### src/rtl/core/tcw_pkg.sv
// ----------------------------------------------------------------------------
// tcw_pkg
// shared widths, character codes and register indexes of the text console
// writer
// ----------------------------------------------------------------------------
package tcw_pkg;

    localparam int POS_W      = 13;
    localparam int CHAR_W     = 8;
    localparam int ATTR_W     = 8;
    localparam int CELL_W     = ATTR_W + CHAR_W;
    localparam int CFG_IDX_W  = 2;
    localparam int CFG_DATA_W = 13;

    localparam logic [CHAR_W-1:0] CH_NEWLINE   = 8'd10;
    localparam logic [CHAR_W-1:0] CH_BACKSPACE = 8'd8;
    localparam logic [CHAR_W-1:0] CH_SPACE     = 8'd32;

    localparam logic [CFG_IDX_W-1:0] REG_BASE_OFFSET     = 2'd0;
    localparam logic [CFG_IDX_W-1:0] REG_BLANK_ATTRIBUTE = 2'd1;

    localparam logic [ATTR_W-1:0] BLANK_ATTR_RESET = 8'd7;

    typedef logic [POS_W-1:0] pos_t;

endpackage

### src/rtl/core/tcw_if.sv
// ----------------------------------------------------------------------------
// tcw_if
// word channels of the text console writer: characters in, positions out,
// register writes
// ----------------------------------------------------------------------------
interface tcw_char_if;
    logic                        valid;
    logic                        ready;
    logic [tcw_pkg::CHAR_W-1:0]  char_code;
    logic [tcw_pkg::ATTR_W-1:0]  attribute;

    modport source (output valid, output char_code, output attribute, input ready);
    modport sink   (input valid, input char_code, input attribute, output ready);
endinterface

interface tcw_pos_if;
    logic          valid;
    logic          ready;
    tcw_pkg::pos_t cursor_position;
    tcw_pkg::pos_t display_start;

    modport source (output valid, output cursor_position, output display_start, input ready);
    modport sink   (input valid, input cursor_position, input display_start, output ready);
endinterface

interface tcw_cfg_if;
    logic                            valid;
    logic                            ready;
    logic [tcw_pkg::CFG_IDX_W-1:0]   reg_index;
    logic [tcw_pkg::CFG_DATA_W-1:0]  data;

    modport source (output valid, output reg_index, output data, input ready);
    modport sink   (input valid, input reg_index, input data, output ready);
endinterface

### src/rtl/core/tcw_col_rem.sv
// ----------------------------------------------------------------------------
// tcw_col_rem
// remainder of a cell distance by the column count, quotient from a reciprocal
// multiply registered first and the remainder registered from it after that
// ----------------------------------------------------------------------------
module tcw_col_rem #(
    parameter int COLUMNS = 80
) (
    input  logic                       clk,
    input  logic                       rst_n,
    input  logic                       start,
    input  tcw_pkg::pos_t              dividend,
    output logic                       done,
    output logic [$clog2(COLUMNS):0]   rem
);

    localparam int RW = $clog2(COLUMNS) + 1;
    localparam int PW = tcw_pkg::POS_W;
    localparam int SH = PW + $clog2(COLUMNS);
    localparam int QW = PW - 4;
    localparam int MW = SH + QW;
    localparam logic [MW-1:0] RECIP = MW'(((1 << SH) + COLUMNS - 1) / COLUMNS);

    logic [MW-1:0]       prod;
    logic [QW-1:0]       quot_reg;
    tcw_pkg::pos_t       dist_reg;
    tcw_pkg::pos_t       back;
    tcw_pkg::pos_t       diff;
    logic [RW-1:0]       rem_reg;
    logic                busy_reg;
    logic                done_reg;

    assign prod = MW'(dividend) * RECIP;
    assign back = PW'(quot_reg) * PW'(COLUMNS);
    assign diff = dist_reg - back;

    always_ff @(posedge clk or negedge rst_n)
    begin
        if (!rst_n)
        begin
            quot_reg <= '0;
            dist_reg <= '0;
            rem_reg  <= '0;
            busy_reg <= 1'b0;
            done_reg <= 1'b0;
        end
        else
        begin
            busy_reg <= start;
            done_reg <= busy_reg;
            if (start)
            begin
                quot_reg <= prod[MW-1:SH];
                dist_reg <= dividend;
            end
            if (busy_reg)
            begin
                rem_reg <= diff[RW-1:0];
            end
        end
    end

    assign done = done_reg;
    assign rem  = rem_reg;

endmodule

### src/rtl/core/text_console_writer.sv
// ----------------------------------------------------------------------------
// text_console_writer
// writes characters into a text cell store, keeping cursor and display start
// ----------------------------------------------------------------------------
// After reset the cell store is cleared, one cell a cycle, and no character is
// taken until it is done (register writes are taken at once). A printable
// character or a backspace then goes through the write and check steps to
// its position word, and a newline through the remainder unit and the check
// step. The remainder unit forms the quotient of the cursor distance by
// COLUMNS with a reciprocal multiply and then registers the remainder. The
// block takes a new character only when the previous one is finished. When
// the cursor reaches two screens past the base, the screen copy and blanking
// run through the single store write port. A position word not yet taken
// waits in the output register, and the block holds in its last step until
// it is free.
// ----------------------------------------------------------------------------
module text_console_writer #(
    parameter int COLUMNS     = 80,
    parameter int ROWS        = 25,
    parameter int STORE_CELLS = 8192
) (
    input  logic       clk,
    input  logic       rst_n,
    tcw_cfg_if.sink    cfg,
    tcw_char_if.sink   char_in,
    tcw_pos_if.source  pos_out
);

    localparam int SCREEN = COLUMNS * ROWS;
    localparam int AW     = $clog2(STORE_CELLS);
    localparam int CW     = $clog2(SCREEN);
    localparam int RW     = $clog2(COLUMNS) + 1;
    localparam int PW     = tcw_pkg::POS_W;

    localparam logic [3:0] S_CLEAR = 4'd0;
    localparam logic [3:0] S_IDLE  = 4'd1;
    localparam logic [3:0] S_MOD   = 4'd2;
    localparam logic [3:0] S_WRITE = 4'd3;
    localparam logic [3:0] S_CHECK = 4'd4;
    localparam logic [3:0] S_CP_RD = 4'd5;
    localparam logic [3:0] S_CP_WR = 4'd6;
    localparam logic [3:0] S_BLANK = 4'd7;
    localparam logic [3:0] S_FIN   = 4'd8;

    logic [3:0]                     state_reg;
    tcw_pkg::pos_t                  cursor_reg;
    tcw_pkg::pos_t                  start_reg;
    tcw_pkg::pos_t                  base_reg;
    logic [tcw_pkg::ATTR_W-1:0]     blank_attr_reg;
    logic [tcw_pkg::CHAR_W-1:0]     ch_reg;
    logic [tcw_pkg::ATTR_W-1:0]     attr_reg;
    logic                           neg_reg;
    logic [AW-1:0]                  src_reg;
    logic [AW-1:0]                  dst_reg;
    logic [CW-1:0]                  cnt_reg;
    logic                           out_valid_reg;
    tcw_pkg::pos_t                  out_cursor_reg;
    tcw_pkg::pos_t                  out_start_reg;

    logic [tcw_pkg::CELL_W-1:0]     cell_mem [STORE_CELLS];
    logic [tcw_pkg::CELL_W-1:0]     rdata_reg;
    logic                           mem_we;
    logic [AW-1:0]                  mem_waddr;
    logic [tcw_pkg::CELL_W-1:0]     mem_wdata;

    logic                           accept;
    logic                           out_free;
    logic                           rem_start;
    tcw_pkg::pos_t                  rem_dividend;
    logic                           rem_done;
    logic [RW-1:0]                  rem_value;
    logic [31:0]                    col_step;
    tcw_pkg::pos_t                  nl_cursor;
    tcw_pkg::pos_t                  fin_start;
    logic                           wrap_hit;

    function automatic logic [AW-1:0] cell_idx(input tcw_pkg::pos_t pos);
        logic [31:0] p;
        p = 32'(pos);
        if (p >= 32'(STORE_CELLS))
        begin
            p = p - 32'(STORE_CELLS);
        end
        return p[AW-1:0];
    endfunction

    function automatic logic [AW-1:0] addr_inc(input logic [AW-1:0] a);
        logic [AW-1:0] r;
        r = a + AW'(1);
        if (a == AW'(STORE_CELLS - 1))
        begin
            r = '0;
        end
        return r;
    endfunction

    assign accept       = char_in.valid && char_in.ready;
    assign out_free     = !out_valid_reg || pos_out.ready;
    assign rem_start    = accept && (char_in.char_code == tcw_pkg::CH_NEWLINE);
    assign rem_dividend = (cursor_reg < base_reg) ? (base_reg - cursor_reg)
                                                  : (cursor_reg - base_reg);

    tcw_col_rem #(
        .COLUMNS (COLUMNS)
    ) u_col_rem (
        .clk      (clk),
        .rst_n    (rst_n),
        .start    (rem_start),
        .dividend (rem_dividend),
        .done     (rem_done),
        .rem      (rem_value)
    );

    // distance to the next line start
    always_comb
    begin
        col_step = 32'(COLUMNS) - 32'(rem_value);
        if (neg_reg)
        begin
            col_step = (rem_value == '0) ? 32'(COLUMNS) : 32'(rem_value);
        end
        nl_cursor = PW'(32'(cursor_reg) + col_step);
    end

    assign wrap_hit  = 32'(cursor_reg) >= 32'(base_reg) + 32'(2 * SCREEN);
    assign fin_start = (32'(cursor_reg) >= 32'(start_reg) + 32'(SCREEN))
                       ? PW'(32'(start_reg) + 32'(COLUMNS)) : start_reg;

    always_comb
    begin
        mem_we    = 1'b0;
        mem_waddr = src_reg;
        mem_wdata = '0;
        unique case (state_reg)
            S_CLEAR:
            begin
                mem_we = 1'b1;
            end
            S_WRITE:
            begin
                mem_we    = 1'b1;
                mem_waddr = cell_idx(cursor_reg);
                mem_wdata = {attr_reg, (ch_reg == tcw_pkg::CH_BACKSPACE)
                                       ? tcw_pkg::CH_SPACE : ch_reg};
            end
            S_CP_WR:
            begin
                mem_we    = 1'b1;
                mem_waddr = dst_reg;
                mem_wdata = rdata_reg;
            end
            S_BLANK:
            begin
                mem_we    = 1'b1;
                mem_wdata = {blank_attr_reg, tcw_pkg::CHAR_W'(0)};
            end
            default:
            begin
                mem_we = 1'b0;
            end
        endcase
    end

    always_ff @(posedge clk)
    begin
        if (mem_we)
        begin
            cell_mem[mem_waddr] <= mem_wdata;
        end
        rdata_reg <= cell_mem[src_reg];
    end

    always_ff @(posedge clk)
    begin
        if (accept)
        begin
            ch_reg   <= char_in.char_code;
            attr_reg <= char_in.attribute;
            neg_reg  <= cursor_reg < base_reg;
        end
    end

    always_ff @(posedge clk or negedge rst_n)
    begin
        if (!rst_n)
        begin
            base_reg       <= '0;
            blank_attr_reg <= tcw_pkg::BLANK_ATTR_RESET;
        end
        else if (cfg.valid && cfg.ready)
        begin
            unique case (cfg.reg_index)
                tcw_pkg::REG_BASE_OFFSET:
                begin
                    base_reg <= cfg.data;
                end
                tcw_pkg::REG_BLANK_ATTRIBUTE:
                begin
                    blank_attr_reg <= cfg.data[tcw_pkg::ATTR_W-1:0];
                end
                default:
                begin
                    base_reg <= base_reg;
                end
            endcase
        end
    end

    always_ff @(posedge clk or negedge rst_n)
    begin
        if (!rst_n)
        begin
            state_reg     <= S_CLEAR;
            cursor_reg    <= '0;
            start_reg     <= '0;
            src_reg       <= '0;
            dst_reg       <= '0;
            cnt_reg       <= '0;
            out_valid_reg <= 1'b0;
        end
        else
        begin
            if (state_reg == S_FIN && out_free)
            begin
                out_valid_reg <= 1'b1;
            end
            else if (out_valid_reg && pos_out.ready)
            begin
                out_valid_reg <= 1'b0;
            end
            unique case (state_reg)
                S_CLEAR:
                begin
                    src_reg <= addr_inc(src_reg);
                    if (src_reg == AW'(STORE_CELLS - 1))
                    begin
                        state_reg <= S_IDLE;
                    end
                end
                S_IDLE:
                begin
                    if (accept)
                    begin
                        if (char_in.char_code == tcw_pkg::CH_NEWLINE)
                        begin
                            state_reg <= S_MOD;
                        end
                        else
                        begin
                            if (char_in.char_code == tcw_pkg::CH_BACKSPACE
                                && cursor_reg > base_reg)
                            begin
                                cursor_reg <= cursor_reg - PW'(1);
                            end
                            state_reg <= S_WRITE;
                        end
                    end
                end
                S_MOD:
                begin
                    if (rem_done)
                    begin
                        cursor_reg <= nl_cursor;
                        state_reg  <= S_CHECK;
                    end
                end
                S_WRITE:
                begin
                    if (ch_reg != tcw_pkg::CH_BACKSPACE)
                    begin
                        cursor_reg <= cursor_reg + PW'(1);
                    end
                    state_reg <= S_CHECK;
                end
                S_CHECK:
                begin
                    if (wrap_hit)
                    begin
                        src_reg   <= cell_idx(start_reg);
                        dst_reg   <= cell_idx(base_reg);
                        cnt_reg   <= '0;
                        state_reg <= S_CP_RD;
                    end
                    else
                    begin
                        state_reg <= S_FIN;
                    end
                end
                S_CP_RD:
                begin
                    state_reg <= S_CP_WR;
                end
                S_CP_WR:
                begin
                    dst_reg <= addr_inc(dst_reg);
                    if (cnt_reg == CW'(SCREEN - 1))
                    begin
                        src_reg   <= cell_idx(start_reg);
                        cnt_reg   <= '0;
                        state_reg <= S_BLANK;
                    end
                    else
                    begin
                        src_reg   <= addr_inc(src_reg);
                        cnt_reg   <= cnt_reg + CW'(1);
                        state_reg <= S_CP_RD;
                    end
                end
                S_BLANK:
                begin
                    src_reg <= addr_inc(src_reg);
                    cnt_reg <= cnt_reg + CW'(1);
                    if (cnt_reg == CW'(SCREEN - 1))
                    begin
                        cursor_reg <= PW'(32'(base_reg) + 32'(SCREEN));
                        start_reg  <= base_reg;
                        state_reg  <= S_FIN;
                    end
                end
                S_FIN:
                begin
                    if (out_free)
                    begin
                        start_reg <= fin_start;
                        state_reg <= S_IDLE;
                    end
                end
                default:
                begin
                    state_reg <= S_IDLE;
                end
            endcase
        end
    end

    always_ff @(posedge clk)
    begin
        if (state_reg == S_FIN && out_free)
        begin
            out_cursor_reg <= cursor_reg;
            out_start_reg  <= fin_start;
        end
    end

    assign cfg.ready               = 1'b1;
    assign char_in.ready           = (state_reg == S_IDLE);
    assign pos_out.valid           = out_valid_reg;
    assign pos_out.cursor_position = out_cursor_reg;
    assign pos_out.display_start   = out_start_reg;

endmodule
### src/flat_wrapper.sv
// flat-port wrapper written by rule: the top's interface ports become plain ports
module text_console_writer_flat 
#(
    parameter int COLUMNS     = 80,
    parameter int ROWS        = 25,
    parameter int STORE_CELLS = 8192
)
  (clk, rst_n, cfg_valid, cfg_reg_index, cfg_data, cfg_ready, char_in_valid, char_in_char_code, char_in_attribute, char_in_ready, pos_out_valid, pos_out_cursor_position, pos_out_display_start, pos_out_ready);
  tcw_cfg_if cfg_i ();
  tcw_char_if char_in_i ();
  tcw_pos_if pos_out_i ();
  input  logic clk;
  input  logic rst_n;
  input wire logic [$bits(cfg_i.valid)-1:0] cfg_valid;
  input wire logic [$bits(cfg_i.reg_index)-1:0] cfg_reg_index;
  input wire logic [$bits(cfg_i.data)-1:0] cfg_data;
  output wire logic [$bits(cfg_i.ready)-1:0] cfg_ready;
  input wire logic [$bits(char_in_i.valid)-1:0] char_in_valid;
  input wire logic [$bits(char_in_i.char_code)-1:0] char_in_char_code;
  input wire logic [$bits(char_in_i.attribute)-1:0] char_in_attribute;
  output wire logic [$bits(char_in_i.ready)-1:0] char_in_ready;
  output wire logic [$bits(pos_out_i.valid)-1:0] pos_out_valid;
  output wire logic [$bits(pos_out_i.cursor_position)-1:0] pos_out_cursor_position;
  output wire logic [$bits(pos_out_i.display_start)-1:0] pos_out_display_start;
  input wire logic [$bits(pos_out_i.ready)-1:0] pos_out_ready;
  assign cfg_i.valid = cfg_valid;
  assign cfg_i.reg_index = cfg_reg_index;
  assign cfg_i.data = cfg_data;
  assign cfg_ready = cfg_i.ready;
  assign char_in_i.valid = char_in_valid;
  assign char_in_i.char_code = char_in_char_code;
  assign char_in_i.attribute = char_in_attribute;
  assign char_in_ready = char_in_i.ready;
  assign pos_out_valid = pos_out_i.valid;
  assign pos_out_cursor_position = pos_out_i.cursor_position;
  assign pos_out_display_start = pos_out_i.display_start;
  assign pos_out_i.ready = pos_out_ready;
  text_console_writer #(.COLUMNS(COLUMNS), .ROWS(ROWS), .STORE_CELLS(STORE_CELLS)) u_core (.clk(clk), .rst_n(rst_n), .cfg(cfg_i), .char_in(char_in_i), .pos_out(pos_out_i));
endmodule
### config.mk
export PLATFORM = sky130hd
export DESIGN_NAME = text_console_writer_flat
export DESIGN_NICKNAME = d
export VERILOG_FILES = /design/src/rtl/core/tcw_pkg.sv /design/src/rtl/core/tcw_if.sv /design/src/rtl/core/tcw_col_rem.sv /design/src/rtl/core/text_console_writer.sv /design/src/flat_wrapper.sv
export SDC_FILE = /design/constraint.sdc
export NUM_CORES = 1
export LEC_CHECK = 0
export BUFFER_PORTS_ARGS = -buffer_cell sky130_fd_sc_hd__buf_2
export CORE_UTILIZATION = 60
export DETAILED_ROUTE_END_ITERATION = 6
export HOLD_SLACK_MARGIN = 0.06
export PLACE_DENSITY = 0.79
export SYNTH_ARGS = -nofsm -noshare
export SYNTH_HDL_FRONTEND = slang
export SYNTH_SLANG_ARGS = --single-unit
### constraint.sdc
create_clock -name clk -period 9.85 [get_ports clk]
set_input_delay 0.985 -clock clk [delete_from_list [all_inputs] [get_ports clk]]
set_output_delay 0.985 -clock clk [all_outputs]
set_load 0.01 [all_outputs]
* Word level (Yosys, flattened, before mapping) *
Index checks and enable logic that the tools add are counted.

operators by class
  add/sub/neg operators = 13
  reductions and logical operators = 22
  multiplexer cells = 32
  order comparisons = 4
  multipliers = 2
  equal/unequal tests = 22

operators with widths
  operator                  count
  $mux W13                  14
  $ge A13 B32 Y1            2
  $pmux W13 S4              1
  $pmux W13 S3              1
  $pmux W4 S9               1
  $pmux W11 S3              1
  $add A13 B1 Y13 const B   2
  $pmux W13 S2              1
  $sub A13 B13 Y13          2
  $mul A13 B12 Y25 const B  1
  $mux W4                   6
  $mux W11                  2
  $eq A4 B3 Y1 const B      4
  $eq A8 B4 Y1 const B      2
  $add A13 B11 Y14 const B  1
  $add A13 B12 Y14 const B  1
  $add A13 B11 Y13 const B  1
  $add A13 B13 Y13          1
  $add A13 B7 Y13 const B   1
  $eq A13 B13 Y1 const B    1
  $gt A13 B13 Y1            1
  $lt A13 B13 Y1            1
  $sub A13 B1 Y13 const B   1
  $add A11 B1 Y11 const B   1
  other kinds (27)          45

storage, ports and cells
  register bits after elaboration = 128
  output and inout bits = 29
  bits of input ports = 36

* Longest topological paths before layout *
Gate-level depths: netlist of run 1.

  depth after elaboration = 6
  mapped depth = 28
  depth with buffers taken out = 27

* By module *
From an unflattened synthesis of run 1, not the netlist that was laid out.

second synthesis, totals
  cell total of the unflattened synthesis = 1195
  area, all modules = 11088.1 µm²

modules (own cells, without submodules)
  module               instances  area each (µm²)  cells each
  text_console_writer  1          7602.3           856
  tcw_col_rem          1          3485.8           339

* Least setup slack after synthesis of run 1 *
Ideal clock, no wire load.

  kind = reg2reg
  from = register u_core.base_reg[6]
  to = register u_core.u_col_rem.quot_reg[3]
  buffers on the path = 1
  library setup time = 135 ps
  cell stages (with the launch flop) = 29
  slack = 3017 ps
  required time = 9715 ps
  arrival time = 6698 ps
  period minus slack after synthesis = 6833 ps
  cell sequence = dfrtp_1 > clkbuf_1 > inv_1 > ha_1 > a21oi_1 > o21ai_0 > a221oi_2 > nand2_2 > inv_4 > mux2i_1 > nand2_1 > xnor2_1 > ha_1 > fa_1 > inv_1 > fa_1 > inv_1 > fa_1 > inv_1 > fa_1 > inv_1 > ha_1 > and3_1 > a221oi_1 > o221ai_1 > a31oi_1 > o21ai_0 > xnor2_1 > o21ai_0

between the ends
  longest elaborated chain between the ends = 3

RTL lines
  element                                   line                        text
  start, declared                           text_console_writer.sv:48   tcw_pkg::pos_t base_reg;
  start signal, assigned                    text_console_writer.sv:195  base_reg <= cfg.data;
  start signal, assigned                    text_console_writer.sv:203  base_reg <= base_reg;
  $sub A13 B13 Y13 (tied with other cells)  text_console_writer.sv:101  : (cursor_reg - base_reg);
  $mux W13 *                                text_console_writer.sv:100  assign rem_dividend = (cursor_reg < base_reg) ? (base_reg - cursor_reg)
  $mul A13 B12 Y25 *                        tcw_col_rem.sv:33           assign prod = MW'(dividend) * RECIP;
  end signal, assigned                      tcw_col_rem.sv:53           quot_reg <= prod[MW-1:SH];
  end, declared                             tcw_col_rem.sv:25           logic [QW-1:0] quot_reg;

Every way passes the cells marked *; elsewhere a longest branch is shown, timed or not.
A chain may end at the register's enable or synchronous reset.

* Worst setup path after layout of run 1 *
Ends and elaborated chain as after synthesis.

==> results of run 1 <==
worst max-delay path: cells and delay by family (launching register included):
kind                     cells  cell delay [ps]
AO/OA/AOI/OAI                8             2380
XOR/XNOR                     2              740
adder cells (fa/ha/maj)      7             3130
buffers and inverters        6              630
flip-flops                   1              560
multiplexers                 1              200
AND/OR/NAND/NOR              3              520
synthesized netlist by cell type (all sizes together), types with 3 or more instances:
library cell	count	share of area, %
inv	160	5.4
ha	144	16
dfrtp	90	20
nand2	90	3.1
o21ai	73	3.3
a21oi	72	3.4
nor2	57	1.9
xnor2	52	4.1
fa	46	8.3
nand3	36	1.7
edfxtp	35	9.4
clkbuf	26	0.88
nor3	26	1.3
a21o	22	1.5
xor2	17	1.3
a211oi	14	0.94
mux2	14	1.4
a31oi	13	0.73
buf	13	0.82
mux2i	13	1.2
nor2b	13	0.73
and3	12	0.67
nand4	12	0.67
o211ai	12	0.85
o21a	10	0.67
o31ai	10	0.67
nand2b	9	0.51
nor4	8	0.45
o22ai	7	0.39
o2bb2ai	7	0.55
or3	7	0.53
o21bai	6	0.40
a221oi	5	0.45
a31o	5	0.39
a32oi	5	0.39
and2	4	0.25
or4	4	0.30
a22o	3	0.24
nor3b	3	0.20
or2	3	0.17
routing by layer:
layer,part of all wire (%),track usage (%),wire length (um)
met1,45,41.8,12400
met2,46,48.2,12500
met3,6.2,4.61,1680
met4,2.4,11.2,642
met5,0,0,0
path summary, 6_finish.rpt:
path | slack [ps] | end | start | cells after the start
max | 1590 | u_core.u_col_rem.quot_reg[3] | u_core.base_reg[6] | 27
min in group clk | 500 | u_core.cnt_reg[0] | u_core.cnt_reg[0] | 1
max reg2reg | 1590 | u_core.u_col_rem.quot_reg[3] | u_core.base_reg[6] | 27
min reg2reg | 500 | u_core.cnt_reg[0] | u_core.cnt_reg[0] | 1
min | 420 | u_core.start_reg[10] | rst_n | 1
max in group asynchronous | 8140 | u_core.u_col_rem.rem[7] | rst_n | 2
metrics by stage:
stage                     worst slack [ps]  hold WS (ps)  instance area [sq um]  std cells
after floorplan                       3020           407                  11100       1199
after global placement                1850           464                  11600       1449
after detailed placement              1740           484                  11600       1449
after CTS                             1700           419                  12100       1481
after global routing                  1090           435                  12100       1481
final                                 1590           419                  12100       1481
placed cells by master (no fill, tap or decap), types with 35 or more instances in the layout:
| cell type | n |
|---|---|
| edfxtp_1 | 35 |
| inv_1 | 158 |
| a21oi_1 | 70 |
| dfrtp_1 | 90 |
| o21ai_0 | 71 |
| ha_1 | 144 |
| fa_1 | 46 |
| xnor2_1 | 52 |
| nor2_1 | 56 |
| nand2_1 | 88 |
| buf_2 | 54 |
final cells by class:
cell class	instances	area (sq um)
Multi-Input combinational cell	874	7050
Fill cell	1435	5950
Sequential cell	125	3300
Inverter	161	607
Clock buffer	22	464
Timing Repair Buffer	60	315
Tap cell	229	287
Clock inverter	10	114
logic make-up (layout without fill, tap and decap cells):
| group | Yosys count | in the layout | synth area share (%) |
|---|---|---|---|
| other | 1 | 1 | 0.0337 |
| multiplexers | 27 | 27 | 2.59 |
| AND/OR/NAND/NOR | 291 | 291 | 13.0 |
| XOR/XNOR | 69 | 69 | 5.43 |
| AO/OA/AOI/OAI | 296 | 296 | 17.6 |
| flip-flops | 125 | 125 | 29.7 |
| adder cells (fa/ha/maj) | 190 | 190 | 24.5 |
| buffers and inverters | 200 | 253 | 7.15 |
==> results.sh, run 1 <==
export IMPL_insertion_delay_ps=430
export IMPL_h_tree_depth=4
export IMPL_final_hold_violation_count=0
export IMPL_final_util_pct=67.1
export IMPL_clock_path_buffers=2
export IMPL_grt_ovfl_total=0
export IMPL_cp_arrival_ps=8590
export IMPL_chipWidth_um=138
export IMPL_grt_pass1_vias=9019
export IMPL_cpMostUsedCell="inv_1"
export IMPL_cts_buffers=17
export IMPL_required_ps=10180
export IMPL_max_slew_margin_pct=19.8
export IMPL_crit_path_end_kind="flip-flop"
export IMPL_clk_pin_slew_ps=60
export IMPL_drv_cap=0
export IMPL_drtPass1Iterations=7
export IMPL_cts_sinks=125
export IMPL_fin_crit_sh_pct=83.9
export IMPL_cts_resized=0
export IMPL_slew_violations=0
export IMPL_synth_warnings=0
export IMPL_vias=9133
export IMPL_portBuffers=55
export IMPL_synth_fp_nets=1425
export IMPL_synth_edf_count=35
export IMPL_post_cts_setup_buffers=0
export IMPL_hp_class="input pin to async pin"
export IMPL_startpoint_type="flip-flop"
export IMPL_synthArstFlopShare_pct=72.0
export IMPL_fin_crit_ps=8260
export IMPL_wl_per_cell_um=18.4
export IMPL_final_setup_viol_count=0
export IMPL_area_delta_synth_final_pct=9.03
export IMPL_worst_slew_pin_slew_ps=1190
export IMPL_grt_util_all_layers_pct=30.2
export IMPL_cpMaxStageDelayCell="xnor2_1"
export IMPL_syn_inst=1199
export IMPL_yosysSeqAreaShare_pct=29.7
export IMPL_gp_congestion=0.933
export IMPL_crit_type="flip-flop to flip-flop"
export IMPL_skew_ps=11.4
export IMPL_drc=8
export IMPL_critPathMaxFanout=9
export IMPL_clock_fmax_mhz=121
export IMPL_drt_wl_total_um=27200
export IMPL_root_buffer="clkbuf_16"
export IMPL_initialDrtViolationCount=757
export IMPL_grt_max_degree=73
export IMPL_antenna_cells=0
export IMPL_via_per_inst=6.17
export IMPL_ant_nets=0
export IMPL_ctsHoldBuffers=0
export IMPL_initial_utilization_pct=61.5
export IMPL_rows=49
export IMPL_status="finished, violations left"
export IMPL_slowest_delay_ps=600
export IMPL_postSynthAreaPerCell_sq_um=9.28
export IMPL_violations="design-rule violations"
export IMPL_hpwl_um=20500
export IMPL_drive_above_1_share_pct=10.8
export IMPL_antenna_found_initial=0
export IMPL_grt_first_pass_wirelength_um=45600
export IMPL_rsz0062_at_grt="no"
export IMPL_finalSetupTns_ps=0
export IMPL_finalNetCount=1465
export IMPL_synthFlopType="dfrtp_1"
export IMPL_die_area_sq_um=19100
export IMPL_cts_tree="done"
export IMPL_synthDistinctLibCells=91
export IMPL_die_y_um=138
export IMPL_ys_ff_latch=125
export IMPL_syn_area_sq_um=11100
export IMPL_core_area_sq_um=18100
export IMPL_boundaryPins=65
Power of run 1 is not shown: default switching activity piles up to over one toggle a cycle in this logic, so the estimate is an artifact.
==> inputs of run 2 (changes only) <==
- clock period: 9.85 -> 8.1 ns (I/O delays scaled with it)
==> results.sh, run 2 (synthesis gave the netlist of run 1 again) <==
export IMPL_status="finished, violations left"
export IMPL_violations="design-rule violations"
export IMPL_grt_pass1_vias=8989
export IMPL_cpMostUsedCell="inv_1"
export IMPL_rsz0062_at_grt="no"
export IMPL_clk_pin_slew_ps=60
export IMPL_boundaryPins=65
export IMPL_antenna_found_initial=0
export IMPL_grt_first_pass_wirelength_um=45200
export IMPL_wl_met2_um=12600
export IMPL_grt_ovfl_total=0
export IMPL_core_area_sq_um=18100
export IMPL_portBuffers=55
export IMPL_skew_ps=9.11
export IMPL_root_buffer="clkbuf_16"
export IMPL_fillers=1371
export IMPL_worst_slew_pin_slew_ps=1180
export IMPL_die_y_um=138
export IMPL_fin_hold_ws_ps=370
export IMPL_drtPass1Iterations=7
export IMPL_hpwl_um=20800
export IMPL_insertion_delay_ps=420
export IMPL_via_per_inst=6.11
export IMPL_fin_crit_sh_pct=94.0
export IMPL_met1_length_um=12500
export IMPL_h_tree_depth=4
export IMPL_cts_sinks=125
export IMPL_cts_buffers=17
export IMPL_drv_cap=0
export IMPL_crit_path_end_kind="flip-flop"
export IMPL_layout_common_cells="inv_1, ha_1, dfrtp_1"
export IMPL_instances_no_fill=1498
export IMPL_vias=9146
export IMPL_required_ps=8370
export IMPL_slew_violations=0
export IMPL_area_delta_synth_final_pct=10.4
export IMPL_grt_max_degree=50
export IMPL_final_hold_violation_count=0
export IMPL_ff2ff_setup_slack_ps=480
export IMPL_slowest_delay_ps=540
export IMPL_drt_wl_total_um=27300
export IMPL_initial_utilization_pct=61.5
export IMPL_initialDrtViolationCount=741
export IMPL_top_layer="met4"
export IMPL_wl_met3_um=1640
export IMPL_crit_type="flip-flop to flip-flop"
export IMPL_critPathMaxFanout=9
export IMPL_max_slew_margin_pct=21.0
export IMPL_cts_tree="done"
export IMPL_fin_crit_ps=7620
export IMPL_dp_cells=1466
export IMPL_clock_path_buffers=2
export IMPL_drive_above_1_share_pct=12.2
export IMPL_cpMaxStageDelayCell="fa_1"
export IMPL_ant_nets=0
export IMPL_finalNetCount=1482
export IMPL_grt_util_all_layers_pct=30.0
export IMPL_ctsHoldBuffers=0
export IMPL_startpoint_type="flip-flop"
export IMPL_wl_per_cell_um=18.2
export IMPL_fin_ws_ps=484
export IMPL_cts_resized=0
export IMPL_post_cts_setup_buffers=0
export IMPL_chipWidth_um=138
export IMPL_cp_arrival_ps=7890
export IMPL_dpl_worst_slack_ps=480
export IMPL_final_setup_viol_count=0
export IMPL_die_area_sq_um=19100
export IMPL_final_common_cell="inv_1"
export IMPL_rows=49
export IMPL_antenna_cells=0
export IMPL_hp_class="input pin to async pin"
export IMPL_finalSetupTns_ps=0
export IMPL_drc=8
export IMPL_gp_congestion=0.914
export IMPL_clock_fmax_mhz=131
[run 2: cell count changes in the layout (fill, tap and decap cells not counted), sizes merged]
cell,before,now
buf,60,77
clkinvlp,5,2
clkinv,3,7
clkbuf,22,21
[run 2: worst paths after layout]
kind,cells after the start,startpoint,end
worst max-delay path,28,u_core.base_reg[8],u_core.u_col_rem.quot_reg[3]
worst min-delay path,1,rst_n,u_core.start_reg[11]
worst max register to register,28,u_core.base_reg[8],u_core.u_col_rem.quot_reg[3]
worst min register to register,2,u_core.u_col_rem.dist_reg[0],u_core.u_col_rem.dist_reg[0]
max in group asynchronous,2,rst_n,u_core.u_col_rem.quot_reg[2]
min in group clk,2,u_core.u_col_rem.dist_reg[0],u_core.u_col_rem.dist_reg[0]
[run 2: final cells by class]
type                    instances  area [sq um]  area share [%]
multi-input cells             874          7060            57.5
clock inverters                11           115           0.937
repair buffers                 77           443            3.60
flip-flops and latches        125          3300            26.9
clock buffers                  21           472            3.84
inverters                     161           607            4.94
well taps                     229           287            2.33
[run 2: routing by layer]
layer / global-route usage (%) / up-vias
li1: - / 4332
met1: 41.9 / 4430
met2: 48.5 / 336
met3: 4.26 / 48
met4: 9.93 / 0
met5: 0 / -
[run 2: critical path: cells and delay by family (launching register included)]
| kind | cells | cell delay, ps |
|---|---|---|
| muxes | 1 | 210 |
| DFF | 1 | 520 |
| AOI/OAI and AO/OA | 8 | 1840 |
| buffers and inverters | 7 | 800 |
| and+or+nand+nor | 3 | 490 |
| adders and majority gates | 7 | 3110 |
| xor gates and xnor gates | 2 | 510 |
[run 2: metrics by stage]
| step | area [sq um] | utilization [%] |
|---|---|---|
| final | 12300 | 67.9 |
| after global routing | 12300 | 67.9 |
| after CTS | 12300 | 67.9 |
| after detailed placement | 11700 | 64.6 |
| after global placement | 11700 | 64.6 |
| after floorplan | 11100 | - |
Power of run 2 is left out for the same reason.
